===== src/rtl/qpdr_pkg.sv =====
`default_nettype none
package qpdr_pkg;
  localparam int CAPACITY_DEF = 1024;
  localparam int CLIENTS_DEF = 32;
  localparam int CELL_SIZE_DEF = 16;
  localparam int COORD_W = 16;

  localparam logic [2:0] OP_CLEAR = 3'd0;
  localparam logic [2:0] OP_LOAD = 3'd1;
  localparam logic [2:0] OP_TICK = 3'd2;
  localparam logic [2:0] OP_READ = 3'd3;
  localparam logic [2:0] OP_CLRDIRTY = 3'd4;

  localparam logic [2:0] ST_NONE = 3'd0;
  localparam logic [2:0] ST_ADDED = 3'd1;
  localparam logic [2:0] ST_DUP = 3'd2;
  localparam logic [2:0] ST_FULL = 3'd3;
  localparam logic [2:0] ST_IGNORED = 3'd4;

  localparam logic [1:0] HS_IDLE = 2'd0;
  localparam logic [1:0] HS_ATTACHED = 2'd2;

  localparam logic [1:0] CMD_NONE = 2'd0;
  localparam logic [1:0] CMD_INSERT = 2'd1;
  localparam logic [1:0] CMD_READ = 2'd2;

  typedef struct packed {
    logic [1:0]  cmd;
    logic        do_clear;
    logic        clr_dirty;
    logic        set_dirty;
    logic [2:0]  status;
    logic [15:0] read_index;
    logic [47:0] launch;
    logic [47:0] anchor;
  } qpdr_cmd_t;

  function automatic logic signed [15:0] cell_of(input logic signed [15:0] c,
                                                 input int cs);
    logic signed [15:0] q;
    begin
      q = c / 16'(cs);
      return q;
    end
  endfunction
endpackage
`default_nettype wire


===== src/rtl/qpdr_queue.sv =====
`default_nettype none
module qpdr_queue (
  input  wire logic clk,
  input  wire logic rst_n,
  input  wire logic w_valid,
  output logic      w_ready,
  input  wire qpdr_pkg::qpdr_cmd_t w_data,
  output logic      r_valid,
  input  wire logic r_ready,
  output qpdr_pkg::qpdr_cmd_t r_data
);
  qpdr_pkg::qpdr_cmd_t mem_r [2];
  logic [1:0] cnt_r;
  logic wp_r, rp_r;
  logic wr, rd;

  assign w_ready = cnt_r != 2'd2;
  assign r_valid = cnt_r != 2'd0;
  assign r_data = mem_r[rp_r];
  assign wr = w_valid && w_ready;
  assign rd = r_valid && r_ready;

  always_ff @(posedge clk) begin
    if (!rst_n) begin
      cnt_r <= '0;
      wp_r <= 1'b0;
      rp_r <= 1'b0;
    end else begin
      if (wr) wp_r <= ~wp_r;
      if (rd) rp_r <= ~rp_r;
      cnt_r <= cnt_r + 2'(wr) - 2'(rd);
    end
  end

  always_ff @(posedge clk) begin
    if (wr) mem_r[wp_r] <= w_data;
  end
endmodule
`default_nettype wire


===== config.mk =====
export PLATFORM = sky130hd
export DESIGN_NAME = qpdr_queue
export DESIGN_NICKNAME = d
export VERILOG_FILES = /design/src/rtl/qpdr_pkg.sv /design/src/rtl/qpdr_queue.sv
export SDC_FILE = /design/constraint.sdc
export NUM_CORES = 1
export LEC_CHECK = 0
export BUFFER_PORTS_ARGS = -buffer_cell sky130_fd_sc_hd__buf_2
export CAP_MARGIN = 20
export CORE_MARGIN = 3
export CORE_UTILIZATION = 44
export CTS_CLUSTER_DIAMETER = 60
export DETAILED_ROUTE_END_ITERATION = 8
export PLACE_DENSITY = 0.79
export SYNTH_ARGS = -nofsm -noshare
export SYNTH_HDL_FRONTEND = slang
export SYNTH_SLANG_ARGS = --single-unit
export TNS_END_PERCENT = 50

===== constraint.sdc =====
create_clock -name clk -period 8.45 [get_ports clk]
set_input_delay 2.535 -clock clk [delete_from_list [all_inputs] [get_ports clk]]
set_output_delay 2.535 -clock clk [all_outputs]
set_load 0.05 [all_outputs]

Yosys cells after proc, flatten, opt, wreduce, memory -nomap -nowiden. Memory sizes are Yosys's and may differ from the RTL's. A register that Yosys moved wholly into a read port is not among the register bits. Cells that the tools add are included.

Register bits after elaboration: 4. Memory bits (writable): 240. Input port bits: 124. Logic and storage cells: 16. Memories: 1.

Memories: mem_r (words 2, bits a word 120, read ports 1, clocked after Yosys merged registers in 1, wr ports 1, line qpdr_queue.sv:12) `qpdr_pkg::qpdr_cmd_t mem_r [2];`.

Add/subtract/negate cells: 2. Eq/ne operators: 1. Muxes and demuxes: 4. Bitwise logic cells: 2. Reductions and logical operators: 3.

Operators by type and width (count): $mux 1 (4); $add 2x1->2 (1); $logic_and 1x1->1 (2); $ne 2x2->1 const B (1); $not 1->1 (2); $reduce_bool 2->1 (1); $sub 2x1->2 (1).

Depth between registers and ports, before layout. Gate-level depths: netlist of run 1.

Depth after elaboration: 4. Mapped depth: 8. Mapped depth without buffers: 8.

Least setup slack after synthesis of run 1. No wires, ideal clock.

Path type: input to register. Start point: in w_valid. End point: mem mem_r[0][0] in the netlist's numbering, enable pin. Library setup time: 0.601 ns. Arrival time: 7.642 ns. Required time: 7.849 ns. Setup slack: 0.207 ns. Stages: 2. Buffers on the path: 0. Path through: nand2_1 > nor2_1.

Longest elaborated chain between the ends: 3.

RTL lines: from (decl) (line qpdr_queue.sv:5) `input wire logic w_valid,`; $logic_and 1x1->1 (line qpdr_queue.sv:20) `assign wr = w_valid && w_ready;`; $mux 1 (line qpdr_queue.sv:36) `if (wr) mem_r[wp_r] <= w_data;`; $mux 1 (implied by the code) (line qpdr_queue.sv:36); to (decl) (line qpdr_queue.sv:12).

Every way passes these cells.

==> out/summary.txt, run 1 <==
Die Wd: 148.4 um
CP arrival: 2790 ps
core box area: 0.01972 mm2
initial antenna violation count: 2
top-count cell post-synth: edfxtp_1
outcome: completed
Final HPWL DP: 10940 um
nets@finish: 786
Cell Count, Final, Fillers Out: 941
largest area contributor in the netlist: edfxtp_1
WL final: 16420 um
leakage power: 0.004144 uW
total track usage: 14.40%
cts hold-fix bufs: 0
CP max FO: 65
largest net degree at the start of global routing: 91
cell-internal power: 2471 uW
# rows: 51
DR vias/cell: 4.810
top post-synthesis cells by area: edfxtp_1 81%, mux2_2 15%, buf_6 1.4%
Resized cells post-CTS: 0
CTS Sinks: 245
combinational power share: 32.4%
switching share of power: 35.89%
DRC viols: 0
area growth from synthesis to final layout: 25.13%
fin area: 0.01117 mm2
dpl cell area: 0.01039 mm2
Req. time, crit path: 5920 ps
fraction of the cycle the final worst path needs: 63.02%
Fin Setup TNS: 0 ps
DIE AREA: 0.02203 mm2
max-slew violations: 0
Initial Util: 45.27%
antenna-violating nets left: 0
share of layout cells above drive strength 1: 60.00%
Clock transition at path regs: 60 ps
final setup vio count: 0
Pwr Density: 345.0 mW/mm2
IO Pins: 246
max_cap viols: 0
Synth top area share: 80.74%
ys async rst share: 0%
Hold WC Path Type: reg -> reg
routability cong.: 0.7218
vias after detailed routing: 4526
vias in the first global route: 4937
GR Overflow Total: 0
part of the power in registers: 41.6%
placed insts: 897
Synthesized Nets: 523
worst slew pin tran: 955.9 ps
Initial DRC Count: 263
Worst setup EP type: output pin
RSZ-0062 raised after global routing: false
total power: 3854 uW
sequential area share after synthesis: 81.86%
port bufs: 245
first-pass GRT wire length: 25230 um
final hold violations: 0
Post-CTS Setup Inserts: 0
slew margin rel.: 36.28%
Netlist cell types: 17
Yosys warning total: 0
Synth Register Bits: 245
Post-synth EDFFs: 240
CTS tree: yes
ys flop type: edfxtp_1
Routed WL per cell: 17.45 um
Worst-Skew Late Latency: 490 ps
htree depth: 1
mapped cell area: 0.008926 mm2
Die Y-Extent: 148.4 um
cells after synthesis: 397
Synth Area per Inst: 22.48 um2
clk root buf: clkbuf_16
Post-synth top cells: 240 x edfxtp_1, 120 x mux2_2, 11 x buf_6, 5 x dfxtp_1, 3 x xnor2_1
clock skew: 6.801 ps
startpoint types: register
Pre-antenna DRT Iters: 4
type of the worst setup path: reg -> out
P_sw: 1383 uW
fmax: 0.1878 GHz
Hold WS: 557.6 ps
Clk pwr share: 26.0%
Worst VDD drop: 0.2737 mV
CTS Buf Count: 25
minimum clock period: 5325 ps
CTS max path bufs: 3
[routing by layer]
metal  global-route usage, %  share of wire, %  vias to the layer above
met1                   17.24                39                     2217
met3                   4.753               8.5                       32
met2                   25.23                50                      176
met5                       0             0.043                        -
li1                        -                 -                     2099
met4                   3.695               2.0                        2
[layout make-up]
cell class,instances,area (um2)
Clock inverter,13,110.1
Antenna cell,1,2.502
Tap cell,265,331.6
Sequential cell,245,7311
Clock buffer,29,640.6
Fill cell,1506,8548
Timing Repair Buffer,249,1276
Multi-Input combinational cell,138,1494
Inverter,1,3.754
[registers in the layout, summed over array words and instances, names as in the netlist, named ones only]
name   flops
wp_r       1
mem_r    240
cnt_r      2
rp_r       1
[cells by family (layout without fill, tap and decap cells)]
logic type	after synthesis	count (layout)	share of synthesized area [%]
DFF	245	245	81.86
adders and majority gates	2	2	0.2803
AOI/OAI and AO/OA	1	1	0.08414
muxes	121	121	15.25
and+or+nand+nor	11	11	0.6869
xor gates and xnor gates	3	3	0.2944
buffers and inverters	14	292	1.542
other	0	1	0
[worst max-delay path, cell delays in order (launching register included)]
cell	delay, ps
dfxtp_4	900
buf_4	690
mux2_2	410
buf_2	210
[placed cells by master (no fill, tap or decap), types with 3 or more instances in the layout]
cell / n
clkbuf_1: 4
xnor2_1: 3
buf_2: 245
edfxtp_1: 240
clkbuf_16: 25
clkinv_1: 6
clkinv_2: 4
dfxtp_1: 4
mux2_2: 120
buf_4: 3
[worst paths after layout]
check	start	to	slack, ps	cells after the start
max	register	r_data[118]	3120	3
min	rp_r$_SDFFE_PN0P_	rp_r$_SDFFE_PN0P_	560	2
max reg2reg	cnt_r[0]$_SDFF_PN0_	mem_r[0][63]$_DFFE_PP_	5760	5
min reg2reg	rp_r$_SDFFE_PN0P_	rp_r$_SDFFE_PN0P_	560	2
[power groups by stage]
| stage | combinational [uW] | sequential, uW | clock, uW |
|---|---|---|---|
| after floorplan | 1050 | 1600 | 0 |
| after global placement | 1240 | 1620 | 0 |
| after detailed placement | 1250 | 1640 | 0 |
| after CTS | 1260 | 1610 | 1030 |
| after global routing | 1310 | 1620 | 1090 |
| final | 1250 | 1600 | 1000 |
[stage by stage]
| step | worst slack [ps] | utilization (%) |
|---|---|---|
| 6_report | 3125 | 56.65 |
| 5_1_grt | 2920 | 56.65 |
| 4_1_cts | 3034 | 56.49 |
| 3_5_place_dp | 3404 | 52.69 |
| 3_3_place_gp | 3522 | 52.69 |
| 2_1_floorplan | 206.6 | - |
Power figures use the tool's default switching activity.
==> inputs of run 2 (changes only) <==
--- a/config.mk
+++ b/config.mk
@@ -11,7 +11,7 @@
 export CORE_UTILIZATION = 44
 export CTS_CLUSTER_DIAMETER = 60
 export DETAILED_ROUTE_END_ITERATION = 8
-export PLACE_DENSITY = 0.79
+export PLACE_DENSITY = 0.76
 export SYNTH_ARGS = -nofsm -noshare
 export SYNTH_HDL_FRONTEND = slang
 export SYNTH_SLANG_ARGS = --single-unit
==> constraint.sdc (replaced) <==
create_clock -name clk -period 4.9 [get_ports clk]
set_input_delay 1.47 -clock clk [delete_from_list [all_inputs] [get_ports clk]]
set_output_delay 1.47 -clock clk [all_outputs]
set_load 0.05 [all_outputs]
==> out/summary.txt, run 2 (synthesized netlist as in run 1, its figures left out) <==
outcome: completed
Req. time, crit path: 3430 ps
CP max FO: 65
vias in the first global route: 5031
wl on met1: 6353 um
DIE AREA: 0.02203 mm2
final setup vio count: 0
top flop regs: mem_r: 240 flops, cnt_r: 2 flops
Top reg by flops: mem_r
Worst setup EP type: output pin
DR vias/cell: 4.859
switching share of power: 35.22%
pre-CTS setup slack: 1487 ps
largest net degree at the start of global routing: 87
routability cong.: 0.7532
CTS Buf Count: 27
Fin Setup TNS: 0 ps
worst slew pin tran: 763.1 ps
htree depth: 1
nets@finish: 788
cell-internal power: 4463 uW
CTS tree: yes
setup ws final: 973.9 ps
type of the worst setup path: reg -> out
Pre-antenna DRT Iters: 4
Pwr Density: 609.2 mW/mm2
cts hold-fix bufs: 0
port bufs: 245
leakage power: 0.004207 uW
Clk pwr share: 28.5%
Post-CTS Setup Inserts: 0
Clock transition at path regs: 60 ps
# rows: 51
Worst-Skew Late Latency: 500 ps
max_cap viols: 0
fraction of the cycle the final worst path needs: 80.13%
metal2 WL: 8630 um
Initial Util: 45.27%
first-pass GRT wire length: 25230 um
WL final: 16690 um
max reg flops: 240
clk root buf: clkbuf_16
clock skew: 8.387 ps
max-slew violations: 0
CP arrival: 2460 ps
total track usage: 14.32%
placed insts: 898
Final HPWL DP: 11240 um
Cell Count, Final, Fillers Out: 946
slew margin rel.: 49.13%
CTS max path bufs: 3
area growth from synthesis to final layout: 26.70%
combinational power share: 31.6%
Resized cells post-CTS: 0
antenna-violating nets left: 0
vias after detailed routing: 4597
part of the power in registers: 40.0%
core box area: 0.01972 mm2
final hold violations: 0
initial antenna violation count: 1
CTS Sinks: 245
Die Y-Extent: 148.4 um
Worst VDD drop: 0.3828 mV
startpoint types: register
share of layout cells above drive strength 1: 60.06%
met3 WL: 1310 um
IO Pins: 246
minimum clock period: 3926 ps
most common cell after layout, fill and taps aside: buf_2
DRC viols: 0
commonest cells after routing, fill and taps aside: 245 x buf_2, 240 x edfxtp_1, 120 x mux2_2, 27 x clkbuf_16, 10 x clkbuf_1
Initial DRC Count: 234
fmax: 0.2547 GHz
P_sw: 2426 uW
Die Wd: 148.4 um
GR Overflow Total: 0
Routed WL per cell: 17.65 um
diode count: 0
Top Layer Used: met5
RSZ-0062 raised after global routing: false
post-layout util: 57.36%
Hold WC Path Type: reg -> reg
run 2: changes by cell type in the layout (fill, tap and decap cells not counted), sizes merged:
cell / previous run / this run
clkinv: 10 / 6
diode: 1 / 0
clkbuf: 29 / 37
bufinv: 2 / 4
clkinvlp: 1 / 0
inv: 1 / 2
run 2: stage by stage:
step                total power, uW  hold slack (ps)  area, um2
finish                         6890            528.3      11310
global placement               4951            506.9      10430
global route                   7155            557.4      11310
floorplan                      4543            488.3       8934
CTS                            6980            539.1      11310
detailed placement             4997            530.4      10430
run 2: worst paths after layout:
path | slack, ps | from | to | depth (start not counted)
worst min register to register | 530 | wp_r$_SDFFE_PN0N_ | wp_r$_SDFFE_PN0N_ | 2
worst max register to register | 2900 | cnt_r[0]$_SDFF_PN0_ | mem_r[1][106]$_DFFE_PP_ | 3
worst max-delay path | 970 | register | r_data[100] | 3
worst min-delay path | 530 | wp_r$_SDFFE_PN0N_ | wp_r$_SDFFE_PN0N_ | 2
run 2: power by group through the flow:
stage               clock, uW  sequential (uW)  combinational, uW
finish                   1960             2750               2180
global route             2100             2780               2270
CTS                      2010             2760               2200
detailed placement          0             2800               2190
global placement            0             2780               2170
floorplan                   0             2740               1800
run 2: layer usage:
layer,vias up,GRT usage (%)
li1,2110,-
met1,2261,17.14
met2,189,25.60
met3,35,3.839
met4,2,3.972
met5,-,0
run 2: layout make-up:
class	count	area, um2
Sequential cell	245	7311
Fill cell	1478	8408
Tap cell	265	331.6
Multi-Input combinational cell	138	1494
Clock buffer	37	713.2
Timing Repair Buffer	249	1294
Clock inverter	11	162.7
Inverter	1	3.754
run 2: worst max-delay path, cell delays in order (launching register included):
cell	delay (ps)
dfxtp_4	810
buf_12	350
mux2_2	410
buf_2	220
==> inputs of run 3 (changes only) <==
--- a/config.mk
+++ b/config.mk
@@ -5,6 +5,7 @@
 export SDC_FILE = /design/constraint.sdc
 export NUM_CORES = 1
 export LEC_CHECK = 0
+export ABC_AREA = 1
 export BUFFER_PORTS_ARGS = -buffer_cell sky130_fd_sc_hd__buf_2
 export CAP_MARGIN = 20
 export CORE_MARGIN = 3
==> constraint.sdc (replaced) <==
create_clock -name clk -period 3.85 [get_ports clk]
set_input_delay 1.155 -clock clk [delete_from_list [all_inputs] [get_ports clk]]
set_output_delay 1.155 -clock clk [all_outputs]
set_load 0.05 [all_outputs]
==> out/summary.txt, run 3 <==
Synth Area per Inst: 21.84 um2
most common cell after layout, fill and taps aside: buf_2
Hold WC Path Type: reg -> reg
vias in the first global route: 5009
nets@finish: 799
Fin Setup TNS: 0 ps
Synthesized Nets: 535
Resized cells post-CTS: 0
Top reg by flops: mem_r
Yosys warning total: 0
register area: 0.007311 mm2
largest net degree at the start of global routing: 121
leakage power: 0.004185 uW
worst slew pin tran: 734.7 ps
WL final: 17410 um
RSZ-0062 raised after global routing: false
initial antenna violation count: 5
Hold WS: 520.8 ps
slew margin rel.: 51.02%
routability cong.: 0.7491
vias after detailed routing: 4676
Initial DRC Count: 255
Final HPWL DP: 11720 um
DRC viols: 0
CP max FO: 120
top post-synthesis cells by area: edfxtp_1 81%, mux2_2 15%, buf_6 1.4%
Synth Register Bits: 245
commonest cells after routing, fill and taps aside: 245 x buf_2, 240 x edfxtp_1, 120 x mux2_2, 25 x clkbuf_16, 9 x nand2_1
ys async rst share: 0%
Post-CTS Setup Inserts: 0
top-count cell post-synth: edfxtp_1
type of the worst setup path: reg -> out
Netlist cell types: 11
Post-synth top cells: 240 x edfxtp_1, 120 x mux2_2, 11 x buf_6, 9 x nand2_1, 8 x nor2_1
outcome: completed
Worst VDD drop: 0.6024 mV
antenna-violating nets left: 0
cell count of the worst reg-to-reg path: 5
CTS Buf Count: 24
GR Overflow Total: 0
Worst-Skew Late Latency: 490 ps
hold depth: 2
Pre-antenna DRT Iters: 4
Post-synth EDFFs: 240
Req. time, crit path: 2690 ps
fmax: 0.3065 GHz
Die Y-Extent: 148.5 um
CTS Sinks: 245
fraction of the cycle the final worst path needs: 84.73%
htree depth: 1
final hold violations: 0
top flop regs: mem_r: 240 flops, cnt_r: 2 flops
Clock transition at path regs: 60 ps
max-slew violations: 0
share of layout cells above drive strength 1: 58.84%
port bufs: 245
largest area contributor in the netlist: edfxtp_1
first-pass GRT wire length: 26250 um
ys flop type: edfxtp_1
Initial Util: 45.30%
clock skew: 7.731 ps
CTS max path bufs: 3
Worst R2R Setup Slack: 1930 ps
Routed WL per cell: 18.19 um
max reg flops: 240
sequential area share after synthesis: 81.80%
Layout fillers: 1511
Synth top area share: 80.68%
multi-input logic area: 0.001473 mm2
DR vias/cell: 4.886
Worst setup EP type: output pin
cells after synthesis: 409
CTS tree: yes
Die Wd: 148.5 um
post-layout util: 56.72%
final setup vio count: 0
Pwr Density: 750.9 mW/mm2
DIE AREA: 0.02205 mm2
IO Pins: 246
area growth from synthesis to final layout: 25.21%
# rows: 51
startpoint types: register
total track usage: 15.08%
cts hold-fix bufs: 0
minimum clock period: 3262 ps
max_cap viols: 0
clk root buf: clkbuf_16
CP arrival: 2110 ps
mapped cell area: 0.008932 mm2
core box area: 0.01972 mm2
-- run 3: cell types whose count changed after synthesis, sizes merged, moves of 3 or more --
cell	before	now
nand3	0	3
inv	1	7
xnor2	3	0
nand2	2	9
nor2	1	8
-- run 3: final cells by class --
cell class | instances | area share [%]
clock inverter | 13 | 0.7383
sequential | 245 | 65.37
tap | 265 | 2.965
clock buffer | 30 | 5.761
inverter | 7 | 0.2573
antenna | 2 | 0.04475
multi-input combinational | 144 | 13.17
timing repair buffer | 251 | 11.70
-- run 3: critical path: stages, from the launching register on --
cell,delay [ps]
dfxtp_4,350
buf_12,420
mux2_2,430
buf_2,220
-- run 3: where the power goes --
| group | internal, uW | total, uW | leakage [uW] | switching [uW] |
|---|---|---|---|---|
| clock network | 1250 | 2130 | 0.000361 | 880 |
| registers | 3370 | 3460 | 0.00228 | 89.4 |
| logic | 740 | 2810 | 0.00154 | 2070 |
-- run 3: metal layers --
metal  vias up  part of all wire [%]  track usage [%]
li1       2144                     -                -
met1      2302                    38            17.78
met2       186                    51            26.32
met3        38                   7.9            4.906
met4         6                   2.7            4.758
met5         -                  0.22                0
-- run 3: logic make-up after synthesis --
group,synth area share (%)
DFF,81.80
muxes,15.13
buffers and inverters,1.793
and+or+nand+nor,0.8824
AOI/OAI and AO/OA,0.1121
adders and majority gates,0.2801
-- run 3: stage by stage --
| stage | cell area [um2] | worst slack [ps] | instances | total power, uW |
|---|---|---|---|---|
| after floorplan | 8940 | -219.3 | 409 | 5756 |
| after global placement | 10450 | 1200 | 912 | 6279 |
| after detailed placement | 10450 | 1181 | 912 | 6348 |
| after CTS | 11180 | 634.5 | 955 | 8502 |
| after global routing | 11180 | 563.1 | 957 | 8751 |
| final | 11180 | 587.8 | 957 | 8399 |
-- run 3: final timing paths --
kind	startpoint	endpoint
setup / recovery	register	r_data[11]
hold / removal	rp_r$_SDFFE_PN0P_	register
hold reg to reg	rp_r$_SDFFE_PN0P_	register
setup reg to reg	cnt_r[0]$_SDFF_PN0_	mem_r[1][95]$_DFFE_PP_
